$ cat src/hdl/swag_div.sv
// Pipelined restoring divider, one quotient bit per register stage.
module swag_div #(
  parameter int unsigned NW = 22,  // numerator width
  parameter int unsigned DW = 21,  // denominator width
  parameter int unsigned QB = 11   // quotient bits, numerator < den * 2^QB
) (
  input  logic          clk_i,
  input  logic [NW-1:0] num_i,
  input  logic [DW-1:0] den_i,
  output logic [QB-1:0] quo_o,
  output logic [DW-1:0] rem_o
);

  localparam int unsigned CW = DW + QB;

  logic [CW-1:0] rem_in [QB];
  logic [DW-1:0] den_in [QB];
  logic [QB-1:0] quo_in [QB];
  logic [CW-1:0] rem_q  [QB];
  logic [DW-1:0] den_q  [QB];
  logic [QB-1:0] quo_q  [QB];

  assign rem_in[0] = CW'(num_i);
  assign den_in[0] = den_i;
  assign quo_in[0] = '0;

  for (genvar k = 0; k < QB; k++) begin : g_stage
    logic [CW-1:0] dsh;
    if (k > 0) begin : g_link
      assign rem_in[k] = rem_q[k-1];
      assign den_in[k] = den_q[k-1];
      assign quo_in[k] = quo_q[k-1];
    end
    assign dsh = CW'(den_in[k]) << (QB - 1 - k);
    always_ff @(posedge clk_i) begin
      den_q[k] <= den_in[k];
      if (rem_in[k] >= dsh) begin
        rem_q[k] <= rem_in[k] - dsh;
        quo_q[k] <= quo_in[k] | (QB'(1) << (QB - 1 - k));
      end else begin
        rem_q[k] <= rem_in[k];
        quo_q[k] <= quo_in[k];
      end
    end
  end

  assign quo_o = quo_q[QB-1];
  assign rem_o = rem_q[QB-1][DW-1:0];

endmodule

$ cat config.mk
export PLATFORM = sky130hd
export DESIGN_NAME = swag_div
export DESIGN_NICKNAME = d
export VERILOG_FILES = /design/src/hdl/swag_div.sv
export SDC_FILE = /design/constraint.sdc
export NUM_CORES = 1
export LEC_CHECK = 0
export BUFFER_PORTS_ARGS = -buffer_cell sky130_fd_sc_hd__clkbuf_2
export CAP_MARGIN = 25
export CORE_ASPECT_RATIO = 1.1
export CORE_MARGIN = 1
export CORE_UTILIZATION = 29
export DETAILED_ROUTE_END_ITERATION = 10
export GPL_TIMING_DRIVEN = 0
export PLACE_DENSITY = 0.44
export SLEW_MARGIN = 25
export SYNTH_ARGS = -nofsm -noshare
export SYNTH_HDL_FRONTEND = slang
export SYNTH_SLANG_ARGS = --single-unit
$ cat constraint.sdc
create_clock -name clk_i -period 4.1 [get_ports clk_i]
set_clock_uncertainty 0.15 [all_clocks]
set_input_delay 0.205 -clock clk_i [delete_from_list [all_inputs] [get_ports clk_i]]
set_output_delay 0.205 -clock clk_i [all_outputs]
set_load 0.005 [all_outputs]
# After elaboration in Yosys (flattened, before gate mapping)
# Memory sizes are Yosys's and may differ from the RTL's.
# Index checks and enable logic that the tools add are counted.
[totals]
ram_bits = 704
reg_bits = 0
in_bits = 44
n_memories = 3
out_inout_bits = 32
[op_classes]
magnitude_cmp = 11
add_sub_neg = 11
n_mux = 55
bitwise_logic = 22
[mem_list]
columns = ["memory", "depth", "word_bits", "rd", "rd_ports_with_merged_regs", "wr", "line_no", "rtl"]
rows = [
  ["rem_q", 11, 32, 11, 0, 11, "19", "logic [CW-1:0] rem_q [QB];"],
  ["den_q", 11, 21, 10, 0, 11, "20", "logic [DW-1:0] den_q [QB];"],
  ["quo_q", 11, 11, 11, 0, 11, "21", "logic [QB-1:0] quo_q [QB];"],
]
[op_table]
columns = ["op", "n"]
rows = [
  ["$mux 32", 11],
  ["$mux 11", 11],
  ["$mux 1", 33],
  ["$ge 32x21->1", 1],
  ["$ge 32x22->1", 1],
  ["$ge 32x23->1", 1],
  ["$ge 32x24->1", 1],
  ["$ge 32x25->1", 1],
  ["$ge 32x26->1", 1],
  ["$ge 32x27->1", 1],
  ["$ge 32x28->1", 1],
  ["$ge 32x29->1", 1],
  ["$ge 32x30->1", 1],
  ["$sub 22x31->32", 1],
  ["$sub 32x21->32", 1],
  ["$sub 32x22->32", 1],
  ["$sub 32x23->32", 1],
  ["$sub 32x24->32", 1],
  ["$sub 32x25->32", 1],
  ["$sub 32x26->32", 1],
  ["$sub 32x27->32", 1],
  ["$sub 32x28->32", 1],
  ["$sub 32x29->32", 1],
  ["$sub 32x30->32", 1],
  ["other kinds (2)", 23],
]

# Longest topological paths before layout
# An unclocked memory read counts as a cell.
[logic_depth]
ltp_word = 5
depth_mapped = 15
depth_no_buf = 13

# Worst setup path after synthesis
# No wires, ideal clock.
[synth_path]
path_kind = "register to register"
start = "memory rem_q[9][0] (netlist name)"
end = "memory rem_q[10][10] (netlist name)"
required_ns = 3.829
setup_slack_ns = 0.885
arrival_time_ns = 2.944
n_path_buf = 2
setup_ns = 0.121
stages_incl_launch_ff = 15
cell_sequence = "dfxtp_1 > inv_1 > ha_1 > fa_1 > nor2b_1 > o21ai_1 > a21oi_1 > o21ai_0 > o21ai_1 > nand2_1 > a31oi_1 > or2_2 > clkbuf_1 > buf_1 > mux2_2"
[synth_lines]
columns = ["item", "line_no"]
rows = [
  ["start, declared", "19"],
]

==> results.ini <==
[floorplan]
core_sq_um = 94300
start_util_pct = 29.3
die_area_sq_um = 96600
boundaryPins = 76
dieHeight_um = 326
die_w_um = 296
row_count = 118

[placed_design]
place.gp.congestion = 0.893
dpl.hpwl_mm = 53.2
port_buffers = 75
place_area_sq_um = 29600

[power]
leakagePower_nw = 14.8
power_density_nw_per_um2 = 672
ir_drop_mv = 0.277
power_w = 0.0219

[yosys]
synth_fp_nets = 3242
synth_edf_count = 0
synth_top_family_by_area = compound AO/OA/AOI/OAI gates
synth_compound_area_share_pct = 17.2
yosys.area_share.simple_pct = 12.3
yosys_warnings = 0
synthCells = 2965
ys_types = 77
netlist_area_sq_um = 27700
synth_xor_area_share_pct = 7.41
ys.flop_type = dfxtp_1
ys_async_sr_fraction_pct = 0
ys_seq_area_share_pct = 44.6
muxShareOfSynthArea_pct = 2.63
synth.avg_cell_area_sq_um = 9.33
synth-seq-cells = 617
synth-adder-area-share_pct = 10.8

[grt]
grt_max_degree = 20
grt_pass1_wl_mm = 106
gr-usage-all-layers_pct = 13.7
grt_overflow = 0
grt_pass1_vias = 21200
antenna_found_initial = 0

[cells_and_area]
drive_above_1_share_pct = 9.65
nets = 3433
fin_util_pct = 34.5
n_antenna_cell = 0
finalInstanceArea_sq_um = 32600
syn_to_final_growth_pct = 17.7

[cts]
cts_made_buffers = 73
cts.sinks = 617
clock_latency_ns = 0.61
cts_tree = yes
htreeDepth = 3
clk_pin_slew_worst_paths_ns = 0.06
ctsLongestPathBuffers = 3
root_buffer = clkbuf_16

[detailed_routing]
drc = 0
postRouteAntennaNets = 0
dr.pass1.iters = 5
vias_per_cell = 4.53
first_iter_violations = 564
vias = 20300
wl_per_cell_um = 14.8
routed_wl_mm = 66.2

[timing]
finalHoldViolCount = 0
tightestPinTransition_ns = 1.13
relSlewSlack_pct = 24.0
tns_ns = 0
hold-worst-slack_ns = 0.0906
finalCriticalPeriod_ns = 3.88
setup_violations = 0
fmax_ghz = 0.257
grt_setup_unrepaired = no
drv_slew = 0
period_share_pct = 94.7

[worst_hold_path]
hp-class = input pin to flop

[setup_path]
crit_type = flop to flop
crit_fanout = 10
end_kind = flop
crit_path_start_kind = flop
arrival_ns = 4.19
required_ns = 4.40

[run]
max_cap_viol_count = 0

[run_status]
status = finished clean

cells by family (layout without fill, tap and decap cells):
kind of cell	Yosys count	after routing
flip-flops	617	617
adder cells (fa/ha/maj)	233	233
XOR/XNOR	234	234
multiplexers	65	65
AND/OR/NAND/NOR	692	692
buffers and inverters	363	610
AO/OA/AOI/OAI	761	761
flip-flops by register name, summed over array words and instances (netlist names):
register and count:
den_q 210, quo_q 66, rem_q 341
layout by cell type (no fill, tap or decap), drive strengths merged, types with 28 or more instances in the layout:
cell / instances
o21ai: 210
inv: 298
a21o: 103
nand4: 33
ha: 222
nand3: 43
nor2: 164
nor4: 28
clkbuf: 240
dfxtp: 617
a21oi: 214
nand2b: 29
o21bai: 29
dlygate4sd3: 43
xor2: 103
xnor2: 131
nor3: 44
a211oi: 28
mux2: 61
nand2: 218
nor2b: 28
cells in the mapped netlist (20+ instances only):
| cell | number | area share, % |
|---|---|---|
| a211oi_1 | 28 | 0.76 |
| a21o_1 | 103 | 2.8 |
| a21oi_1 | 214 | 3.9 |
| a31oi_1 | 26 | 0.59 |
| clkbuf_1 | 55 | 0.75 |
| dfxtp_1 | 617 | 45 |
| ha_1 | 222 | 10 |
| inv_1 | 295 | 4.0 |
| mux2_2 | 61 | 2.5 |
| nand2_1 | 218 | 3.0 |
| nand2b_1 | 29 | 0.66 |
| nand3_1 | 43 | 0.78 |
| nand4_1 | 32 | 0.72 |
| nor2_1 | 164 | 2.2 |
| nor2b_1 | 28 | 0.63 |
| nor3_1 | 42 | 0.76 |
| nor4_1 | 27 | 0.61 |
| o21a_1 | 26 | 0.71 |
| o21ai_0 | 198 | 3.6 |
| o21bai_1 | 29 | 0.79 |
| or3_1 | 20 | 0.45 |
| xnor2_1 | 131 | 4.1 |
| xor2_1 | 103 | 3.3 |
area by class of cell:
type	instances	area [sq um]
buffer	66	275
clock buffer	109	2200
clock inverter	22	263
fill	9794	61800
inverter	295	1110
multi-input combinational	1985	14000
sequential	617	12400
tap	1260	1580
timing repair buffer	118	806
per-stage QoR:
| step | cells | worst slack, ns |
|---|---|---|
| 5_1_grt | 4472 | 0.0275 |
| 6_report | 4472 | 0.216 |
| 3_5_place_dp | 4300 | -0.466 |
| 2_1_floorplan | 2965 | 0.885 |
| 3_3_place_gp | 4300 | -0.511 |
| 4_1_cts | 4473 | 0.0221 |
report_power, final:
| part | switching [W] | internal (W) |
|---|---|---|
| Sequential | 0.000673 | 0.00722 |
| Combinational | 0.00412 | 0.00338 |
| Clock | 0.00251 | 0.00397 |
path summary, 6_finish.rpt:
| kind | slack, ns | cells after the start | start | to |
|---|---|---|---|---|
| min | 0.09 | 4 | num_i[11] | rem_q[0][12] |
| min reg2reg | 0.17 | 0 | quo_q[1][18] | quo_q[2][7] |
| max | 0.22 | 11 | den_q[2][18] | rem_q[3][20] |
| max reg2reg | 0.22 | 11 | den_q[2][18] | rem_q[3][20] |
critical path, cell delays in order, from the launching register on:
cell and delay (ns):
dfxtp_1 0.34, inv_1 0.05, ha_1 0.34, a21o_1 0.23, a21o_1 0.19, a21o_1 0.20
nor4b_2 0.46, and2_1 0.34, o41ai_1 0.26, o21ai_2 0.51, clkbuf_1 0.48, o21ai_0 0.18
what timing repair did:
item	CTS	global route
endpoints found under the setup margin	97	58
hold buffers	43	0
gates resized for setup	14	8
setup buffers	0	0
endpoints found under the hold margin	53	0
routing by layer:
metal / up-vias / GRT usage, % / routed length [um]
met5: - / 0 / 0
met4: 0 / 7.98 / 3660
met3: 176 / 1.86 / 1660
met2: 333 / 26.4 / 34400
met1: 9060 / 13.9 / 26400
li1: 10700 / - / -
Power figures use the tool's default switching activity.
